[src/sv/ntbt_pkg.sv]
`default_nettype none
package ntbt_pkg;
	localparam int unsigned FIELD_TIME_W = 48;

	typedef enum logic [2:0] {
		OP_PUSH  = 3'd0,
		OP_POP   = 3'd1,
		OP_ENTER = 3'd2,
		OP_LEAVE = 3'd3,
		OP_SPLIT = 3'd4,
		OP_QUERY = 3'd5
	} opcode_t;

	typedef enum logic [2:0] {
		ERR_OK          = 3'd0,
		ERR_NO_BUDGET   = 3'd1,
		ERR_BUDGET_FULL = 3'd2,
		ERR_NO_TASK     = 3'd3,
		ERR_TASK_FULL   = 3'd4,
		ERR_TABLE_FULL  = 3'd5
	} err_t;

	// Commands from the controller to the datapath.
	typedef struct packed {
		logic load;        // capture the input word
		logic scan_clr;    // reset search results
		logic scan_step;   // examine one table entry
		logic div_start;   // begin the budget division
		logic div_step;    // one quotient bit
		logic commit;      // apply the operation and form the result
	} ntbt_cmd_t;

	// Status from the datapath to the controller.
	typedef struct packed {
		logic scan_done;
		logic div_done;
		logic need_div;
	} ntbt_sts_t;
endpackage
`default_nettype wire

[src/sv/ntbt_ctrl.sv]
`default_nettype none
module ntbt_ctrl import ntbt_pkg::*; (
	input  wire logic      clk,
	input  wire logic      arst_n,
	input  wire logic      in_valid,
	output logic           in_ready,
	output logic           out_valid,
	input  wire logic      out_ready,
	input  wire ntbt_sts_t sts,
	output ntbt_cmd_t      cmd
);
	typedef enum logic [5:0] {
		ST_IDLE = 6'b000001,
		ST_SCAN = 6'b000010,
		ST_DIVS = 6'b000100,
		ST_DIV  = 6'b001000,
		ST_DONE = 6'b010000,
		ST_OUT  = 6'b100000
	} state_t;

	state_t state_q, state_d;

	assign in_ready  = (state_q == ST_IDLE);
	assign out_valid = (state_q == ST_OUT);

	// Next state and commands.
	always_comb begin
		state_d = state_q;
		cmd = '0;
		unique case (state_q)
			ST_IDLE: begin
				if (in_valid) begin
					cmd.load = 1'b1;
					state_d = ST_SCAN;
				end
			end
			ST_SCAN: begin
				cmd.scan_step = 1'b1;
				if (sts.scan_done) state_d = sts.need_div ? ST_DIVS : ST_DONE;
			end
			ST_DIVS: begin
				cmd.div_start = 1'b1;
				state_d = ST_DIV;
			end
			ST_DIV: begin
				cmd.div_step = 1'b1;
				if (sts.div_done) state_d = ST_DONE;
			end
			ST_DONE: begin
				cmd.commit = 1'b1;
				state_d = ST_OUT;
			end
			ST_OUT: begin
				if (out_ready) state_d = ST_IDLE;
			end
			default: state_d = ST_IDLE;
		endcase
		cmd.scan_clr = cmd.load;
	end

	always_ff @(posedge clk or negedge arst_n) begin
		if (!arst_n) state_q <= ST_IDLE;
		else state_q <= state_d;
	end
endmodule
`default_nettype wire

[config.mk]
export PLATFORM = sky130hd
export DESIGN_NAME = ntbt_ctrl
export DESIGN_NICKNAME = d
export VERILOG_FILES = /design/src/sv/ntbt_pkg.sv /design/src/sv/ntbt_ctrl.sv
export SDC_FILE = /design/constraint.sdc
export NUM_CORES = 1
export LEC_CHECK = 0
export BUFFER_PORTS_ARGS = -buffer_cell sky130_fd_sc_hd__buf_2
export CELL_PAD_IN_SITES_DETAIL_PLACEMENT = 0
export CELL_PAD_IN_SITES_GLOBAL_PLACEMENT = 1
export CORE_MARGIN = 4
export CORE_UTILIZATION = 30
export CTS_BUF_LIST = sky130_fd_sc_hd__clkbuf_16
export DETAILED_ROUTE_END_ITERATION = 16
export PLACE_DENSITY_LB_ADDON = 0.1
export SETUP_SLACK_MARGIN = 0.4
export SLEW_MARGIN = 20
export SYNTH_ARGS = -nofsm -noshare
export SYNTH_HDL_FRONTEND = slang
export SYNTH_SLANG_ARGS = --single-unit
[constraint.sdc]
create_clock -name clk -period 1.38 [get_ports clk]
set_clock_uncertainty 0.15 [all_clocks]
set_input_delay 0.138 -clock clk [delete_from_list [all_inputs] [get_ports clk]]
set_output_delay 0.138 -clock clk [all_outputs]
set_load 0.005 [all_outputs]
Word-level counts from Yosys, hierarchy flattened

Cells that the tools add are included.

Add/sub/neg operators: 0
Multipliers: 0
Divide/modulo/power cells: 0
Magnitude comparators: 0
Equal/unequal tests: 10
Shifts and indexed selects: 0
Multiplexer cells: 12
Bitwise logic cells: 0
Reductions and logical operators: 1

Operators with widths:

| kind               | count |
|---|---|
| $pmux 6 s6         | 1 |
| $mux 6             | 4 |
| $eq 6x1->1 const B | 1 |
| $eq 6x2->1 const B | 1 |
| $eq 6x3->1 const B | 1 |
| $eq 6x4->1 const B | 1 |
| $eq 6x5->1 const B | 1 |
| $eq 6x6->1 const B | 1 |
| $mux 1             | 6 |
| $ne 2x2->1 const B | 3 |
| $mux 5             | 1 |
| $reduce_and 4->1   | 1 |
| $ne 2x1->1 const B | 1 |

Register bits: 6
Latch bits: 0
RAM bits: 0
ROM bits: 0
Bits of input ports: 7
Output and inout port bits: 8
Word-level logic and storage cells: 24
Memories kept: 0

Longest topological paths before layout

Gate-level depths: netlist (run 1).

Word-level depth: 3
Mapped depth: 5

Worst setup path after synthesis (run 1)

No wires, ideal clock.

Path type: register -> output
From: reg state_q[4]
To: out cmd[5] (netlist bit)
Arrival: 1.238 ns
Slack: -0.146 ns
Stages on the path, launching flop included: 6
Buffers on the path: 1
Cell sequence: dfrtp_1 nor4_4 nand3b_2 inv_2 and2_1 buf_4

RTL lines:

| element                  | line            | RTL |
|---|---|---|
| start: declaration       | ntbt_ctrl.sv:21 | `state_t state_q, state_d;` |
| start signal: assignment | ntbt_ctrl.sv:63 | `else state_q <= state_d;` |
| end: declaration         | ntbt_ctrl.sv:10 | `output ntbt_cmd_t cmd` |

Final worst setup path (run 1)

From: reg state_q[5]
To: reg state_q[2]

Longest elaborated chain between the ends: 3
Elaborated cells between the ends (all ways): 12
Those cells by class: eq/ne: 10; mux: 1; reduce/logical: 1

RTL lines:

| element                                                   | line            | RTL |
|---|---|---|
| $eq 6x2->1 (tied with other cells)                        | ntbt_ctrl.sv:30 | `unique case (state_q)` |
| $ne 2x2->1 (no line) / $ne 2x1->1 (equally long branches) | n/a             |  |
| $reduce_and 4->1 (no line)                                | n/a             |  |

Several ways; a longest one is shown, not always the timed one.
A chain may end at the register's enable or synchronous reset.

==> impl.org, run 1 <==
** Run status
- The run finished, with violations left.
- Violations in the final reports :: negative hold slack, negative setup slack

** Synthesis
- Synthesized cell area :: 392.9 um^2
- Post-synth top area share :: 31.85%
- Dominant combinational cell family by area after synthesis :: simple AND/OR/NAND/NOR gates
- Simple-Gate Fraction of Synth Area :: 39.17%
- Sequential elements use 38.54% of the synthesized area.
- Multiplexer cells account for 0% of the synthesized area.
- Count of state elements after synthesis :: 6
- Each instance of the synthesized netlist takes up on average 10.62 um^2.
- Fraction of the mapped netlist area in adder cells :: 0%
- Fraction of the mapped netlist area in compound gates :: 14.33%
- Largest cells by area after synthesis :: sky130_fd_sc_hd__dfrtp_1 32%, sky130_fd_sc_hd__nand3b_2 8.6%, sky130_fd_sc_hd__dfstp_2 6.7%
- Synth Net Count :: 44
- Cells after Synth :: 37
- Synth Area in XOR/XNOR :: 2.229%
- The Yosys step of the flow raised 0 warnings.
- Distinct cell type count of the synthesized netlist :: 25
- The largest total area in the synthesized netlist belongs to sky130_fd_sc_hd__dfrtp_1.

** Clock tree
- TritonCTS built the clock tree.
- Clock-pin slew was measured on the worst setup and hold paths at 0.03 ns.
- Clock latency of the later-clocked register in the worst-skew pair :: 0.23 ns
- The number of hold buffers added after CTS was 3.
- H-tree Lvls :: 1
- Clock tree root driver cell :: sky130_fd_sc_hd__clkbuf_16
- The longest clock path from root to sink contains 2 buffers.
- Number of buffers created by CTS :: 3
- Clock Sinks :: 6

** Global routing
- Global routing used 16.96% of the available tracks across all layers.
- The number of global-route vias before repair is 503.
- For this run the aggregate overflow at the end of global routing stands at 0.
- The number of antenna violations at the first check in global routing came to 0.
- Wire length of the first global-routing pass :: 2346 um
- Entering global routing, the biggest net connects 7 pins.

** Timing
- Transition time at the pin with the least slew margin :: 0.3433 ns
- Accumulated negative setup slack :: -3.601 ns
- Setup repair after global routing missed its margin :: yes
- For this run, the top clock speed supported by timing is 579.4 MHz.
- Minimum setup slack in the final design :: -0.3460 ns
- The total count of max-transition violations in the final report is 0.
- Headroom to the max-slew limit came out at 76.94%.
- Fin crit share :: 125.1%
- Final number of hold-violating endpoints :: 1
- Setup violations remaining at the end of the flow were counted as 14.
- WHS :: -0.03876 ns
- Subtracting the final worst setup slack from the clock period gives 1.726 ns.

** Worst setup path
- Traced cell by cell, the critical path runs through nor4_4 > buf_4 > nand3b_4 > buf_4 > nor4_2.
- Sort of element at the end of the critical path :: flip-flop
- Crit path DAT :: 1.70 ns
- Critical Path Slowest Stage Cell :: sky130_fd_sc_hd__dfrtp_1
- Most repeated library cell on the critical path :: sky130_fd_sc_hd__buf_4
- Critical path start-end classification :: flip-flop to flip-flop
- STA classifies the critical path startpoint as a flip-flop.
- Required time worst endpoint :: 1.35 ns
- In this run the worst path has a maximum fanout of 4.
- On the worst path, the slowest cell contributes a delay of 0.40 ns.

** Die
- Die Outline Area :: 0.001953 mm^2
- Horizontal die dimension :: 44.19 um
- Initial core utilization :: 33.55%
- The initialized floorplan defines 12 standard-cell rows.
- Ports placed on the boundary :: 15
- The die is 44.19 um tall.
- After floorplanning, the core was sized to cover 0.001171 mm^2.

** Power and ir drop
- Total power for the finished layout comes to 0.001600 W.
- Power Dens Cells :: 1992 mW/mm^2
- The worst-case IR drop observed on VDD is 1402 uV.
- Pleak :: 0.4406 nW

** Cells and area
- Number of diodes added for antenna fixing :: 0
- After the last flow step, the layout net total stands at 81.
- Largest register FFs :: 6
- Top library cells by usage in the layout, fill and taps aside :: 14 x sky130_fd_sc_hd__buf_4, 9 x sky130_fd_sc_hd__buf_2, 7 x sky130_fd_sc_hd__buf_6
- Relative to the synthesized area, the layout overhead comes to 104.5%.
- Share of layout cells above drive strength 1 :: 68.49%
- Largest registers :: state_q x6
- Commonest non-fill, non-tap cell in the layout :: sky130_fd_sc_hd__buf_4
- Utilization of the core after routing :: 68.59%
- Ranked by flip-flop count, first place goes to state_q.

** Routing
- Dividing the detail-routed wire length by the instance count gives 16.06 um.
- For this block, the initial DRC count from the detailed router was 13.
- Via-to-Cell Ratio :: 5.253
- Final WL :: 1397 um
- In the routed design, unresolved DRC markers number 0.
- The pre-antenna-repair detailed-routing pass consisted of 4 iterations.
- Summing over every cut layer, the via total after detailed routing is 457.
- The detail route stage leaves a number of antenna-violating nets equal to 0.

** Placed design
- Sum of net half-perimeters after detailed placement :: 892 um
- Placer congestion estimate :: 0.8043
- Port Buffer Count :: 14

** Job
- Across the run, the number of max-cap violations was 0.

** Min path
- Worst hold path type :: input pin to flip-flop
-- through the flow --
stage | instance area (um^2) | instances | setup slack [ns]
floorplan | 417.9 | 37 | -0.1053
global placement | 546.8 | 71 | -0.1269
finish | 803.3 | 87 | -0.3460
CTS | 755.7 | 85 | -0.3155
global route | 803.3 | 87 | -0.4067
detailed placement | 546.8 | 71 | -0.1905
-- timing repair --
item	4_1_cts	5_1_grt
endpoints found under the hold margin	9	1
pin swaps	3	3
setup endpoints to repair	14	14
gates cloned	0	0
resized for setup	9	7
setup buffers	7	2
-- critical path, delay by kind of cell, from the launching register on --
family / cells / cell delay [ns]
AND/OR/NAND/NOR: 3 / 0.72
buffers and inverters: 2 / 0.34
flip-flops: 1 / 0.40
-- cell families (layout without fill, tap and decap cells) --
family,after synthesis,in the layout
and+or+nand+nor,18,18
xor gates and xnor gates,1,1
AOI/OAI and AO/OA,7,7
buffers and inverters,5,41
DFF,6,6
-- path summary, 6_finish.rpt --
kind	from	to	slack [ns]	cells after the start
worst max-delay path	state_q[5]	state_q[2]	-0.35	5
worst min-delay path	in_valid	state_q[0]	-0.04	2
worst max register to register	state_q[5]	state_q[2]	-0.35	5
worst min register to register	state_q[1]	state_q[3]	0.56	3
max in group asynchronous	arst_n	state_q[0]	0.74	2
min in group asynchronous	arst_n	state_q[5]	0.13	2
-- metal layers --
layer / track usage (%) / routed length (um)
met1: 16.50 / 588
met4: 10.24 / 31
met3: 8.130 / 81
met2: 28.78 / 695
met5: 0 / 0
-- synthesized netlist by cell type (all sizes together) --
| cell | number |
|---|---|
| o21ai | 1 |
| and3b | 3 |
| nand2b | 1 |
| o22ai | 1 |
| o211ai | 1 |
| inv | 4 |
| nor3 | 2 |
| and2 | 1 |
| buf | 1 |
| nor2 | 1 |
| nand3b | 3 |
| o221ai | 1 |
| nor4 | 4 |
| dfstp | 1 |
| xor2 | 1 |
| o21bai | 2 |
| nor3b | 1 |
| nand2 | 1 |
| o21a | 1 |
| dfrtp | 5 |
| nand3 | 1 |
-- report_power, final --
part	internal, W	switching [W]
Clock	0.000376	0.000105
Combinational	0.000486	0.000326
Sequential	0.000235	0.0000720
Total	0.00110	0.000503
-- final cells by class --
cell class                      instances  area [um^2]
Fill cell                              78        367.9
Multi-Input combinational cell         26        277.8
Timing Repair Buffer                   33        259.0
Sequential cell                         6        155.1
Clock buffer                            3        75.07
Tap cell                               14        17.52
Inverter                                4        15.01
Clock inverter                          1        3.754
(Power assumes the default switching activity.)
==> inputs of run 2 (changes only) <==
--- a/config.mk
+++ b/config.mk
@@ -12,6 +12,7 @@
 export CORE_UTILIZATION = 30
 export CTS_BUF_LIST = sky130_fd_sc_hd__clkbuf_16
 export DETAILED_ROUTE_END_ITERATION = 16
+export GPL_TIMING_DRIVEN = 0
 export PLACE_DENSITY_LB_ADDON = 0.1
 export SETUP_SLACK_MARGIN = 0.4
 export SLEW_MARGIN = 20
==> impl.org, run 2 (synthesized netlist as in run 1, its figures left out) <==
** Run status
- Outcome :: finished with violations
- Violations in the final reports :: negative setup slack

** Routing
- Per-cell routed wire length :: 15.31 um (-4.7%)
- Initial DRC Count :: 2 (-11)
- Detail Route Antenna Nets :: 0 (unchanged)
- The vias per cell was 4.841 (-7.8%).
- The total DRC errors in the routed layout came to 0 (unchanged).
- Total iterations of the first detailed-routing run :: 2 (-2)
- The total via count after detailed routing came to 426 (-6.8%).
- Final WL :: 1347 um (-3.6%)

** Cells and area
- The library cell used most frequently in the layout, excluding fill and tap cells, is sky130_fd_sc_hd__buf_2.
- Number of cells in the finished layout apart from fillers :: 88 (+1.1%)
- Top library cells by usage in the layout, fill and taps aside :: 11 x sky130_fd_sc_hd__buf_2, 10 x sky130_fd_sc_hd__buf_6, 9 x sky130_fd_sc_hd__buf_4
- Largest register FFs :: 6 (unchanged)
- Ranked by flip-flop count, first place goes to state_q.
- The count of antenna diodes in the layout was 0 (unchanged).
- Relative to the synthesized area, the layout overhead comes to 121.7%.
- In the final layout, the registers with the most flip-flops are state_q x6.
- The fraction of layout cells with a size suffix above 1 was 78.38% (+9.9 points).
- The final net count came to 82 (+1.2%).

** Power and ir drop
- The leakage dissipation is 0.4581 nW (+4.0%).
- The power per unit of standard cell area is 1853 mW/mm^2 (-7.0%).
- The largest vdd supply drop is 916.7 uV (-35%).
- The power consumption was 0.001614 W (+0.83%).

** Global routing
- Vias in the first global route :: 467 (-7.2%)
- The leftover overflow at the end of global routing came to 0 (unchanged).
- Total routing usage reported by global routing :: 15.62% (-1.3 points)
- The maximum number of pins on one net before global-route repair came to 7 (unchanged).
- The first-pass GRT wire length was 2166 um (-7.7%).
- Number of antenna violations at the first check in global routing :: 0 (unchanged)

** Clock tree
- Clock Sinks :: 6 (unchanged)
- Number of buffers created by CTS :: 3 (unchanged)
- CTS tree :: yes
- Clock tree root driver cell :: sky130_fd_sc_hd__clkbuf_16
- The worst-skew pair later-pin latency came to 0.23 ns (about the same).
- H-tree Lvls :: 1 (unchanged)
- Number of buffers on the longest clock path :: 2 (unchanged)
- Worst-path clk slew :: 0.04 ns (about the same)

** Timing
- Max-slew headroom :: 78.60% (+1.7 points)
- Minimum setup slack in the final design :: -0.3751 ns (-0.02904 ns)
- The maximum operating frequency was 569.8 MHz (-1.7%).
- The final period utilization was 127.2% (+2.1 points).
- Transition time at the pin with the least slew margin :: 0.3186 ns (-0.02462 ns)
- Final critical path time including I/O delays and setup :: 1.755 ns (+0.02904 ns)
- Accumulated negative setup slack :: -3.865 ns (-0.2645 ns)
- Setup repair after global routing missed its margin :: yes
- Max Transition Viols Final :: 0 (unchanged)
- Final number of hold-violating endpoints :: 0 (-1)
- Count of final setup violators :: 14 (unchanged)

** Worst setup path
- In this run the critical register-to-register path is captured at state_q[4].
- Crit-path max FO :: 3 (-1)
- Following the worst setup path forward leads to its endpoint at cmd[5].
- The flop-to-flop setup slack is -0.32 ns (+0.03 ns).
- Crit Reg-Reg Startpoint :: state_q[3]
- The required time of the critical path is 1.09 ns (-0.26 ns).
- The critical path starts at state_q[3].
- The signal arrival time at the worst endpoint is 1.47 ns (-0.23 ns).
- Startpoint types :: flip-flop
- Sort of element at the end of the critical path :: output pin
- The critical path is of the flip-flop to output pin type.
- The logic depth of the worst register-to-register path came to 6 (+1).

** Job
- The max-capacitance violation count came to 0 (unchanged).

** Die
- Core Region :: 0.001171 mm^2 (unchanged)
- Initial core utilization :: 33.55% (unchanged)
- Std-Cell Rows :: 12 (unchanged)
- Horizontal die dimension :: 44.19 um (unchanged)
- The die footprint is 0.001953 mm^2 (unchanged).
- Ports placed on the boundary :: 15 (unchanged)
- The height of the die was 44.19 um (unchanged).

** Placed design
- Post-Place Setup Slack :: -0.2535 ns (-0.06295 ns)
- Sum of net half-perimeters after detailed placement :: 747.5 um (-16%)
- Port Buffer Count :: 14 (unchanged)
- The cell count after placement is 65 (-8.5%).
- The final weighted congestion in routability-driven placement came to 0.6788 (-16%).

** Min path
- The worst hold path belongs to the class input pin to flip-flop.
-- run 2: cell types whose count changed in the layout (fill, tap and decap cells not counted), sizes merged --
cell | before | now
dlygate4sd3 | 3 | 4
-- run 2: final cells by class --
class / instances / area, um^2
Buffer: 1 / 11.26
Clock buffer: 3 / 75.07
Clock inverter: 1 / 3.754
Fill cell: 74 / 300.3
Inverter: 4 / 15.01
Multi-Input combinational cell: 26 / 326.6
Sequential cell: 6 / 157.7
Tap cell: 14 / 17.52
Timing Repair Buffer: 33 / 264.0
-- run 2: timing repair --
| item | 4_1_cts | 5_1_grt |
|---|---|---|
| gates resized for setup | 19 | 9 |
| endpoints found under the setup margin | 14 | 14 |
| setup buffers | 11 | 4 |
| pin swaps | 8 | 7 |
| hold buffers | 4 | 0 |
| hold endpoints to repair | 9 | 0 |
-- run 2: how the worst min path moves through the flow --
stage,from,to,slack (ns),depth (start not counted)
2_1_floorplan,arst_n,state_q[1],-0.31,0
3_3_place_gp,arst_n,state_q[4],-0.19,1
3_5_place_dp,arst_n,state_q[4],-0.18,1
4_1_cts,sts[0],state_q[2],0.004,3
5_1_grt,sts[0],state_q[4],0.06,3
6_report,sts[0],state_q[4],0.05,3
-- run 2: worst max-delay path: stages, from the launching register on --
cell and delay [ns]:
sky130_fd_sc_hd__dfrtp_2 0.42, sky130_fd_sc_hd__nor4_4 0.34, sky130_fd_sc_hd__nand3b_4 0.11, sky130_fd_sc_hd__inv_2 0.06, sky130_fd_sc_hd__and2_4 0.14, sky130_fd_sc_hd__buf_6 0.09
sky130_fd_sc_hd__buf_6 0.08
-- run 2: report_power, final --
part / switching [W] / internal [W]
clock: 0.000102 / 0.000376
sequential: 0.0000961 / 0.000237
combinational: 0.000329 / 0.000473
-- run 2: per-stage QoR --
stage,utilization [%],cell area [um^2],hold slack (ns)
after floorplan,-,417.9,-0.3076
after global placement,43.16,505.5,-0.1855
after detailed placement,43.16,505.5,-0.1832
after CTS,67.84,794.5,0.003643
after global routing,74.36,870.8,0.05955
final,74.36,870.8,0.05020
-- run 2: metal layers --
| metal | part of all wire (%) | global-route usage (%) |
|---|---|---|
| met4 | 2.2 | 10.24 |
| met5 | 0 | 0 |
| met2 | 57 | 29.94 |
| met1 | 39 | 14.78 |
| met3 | 1.8 | 2.846 |
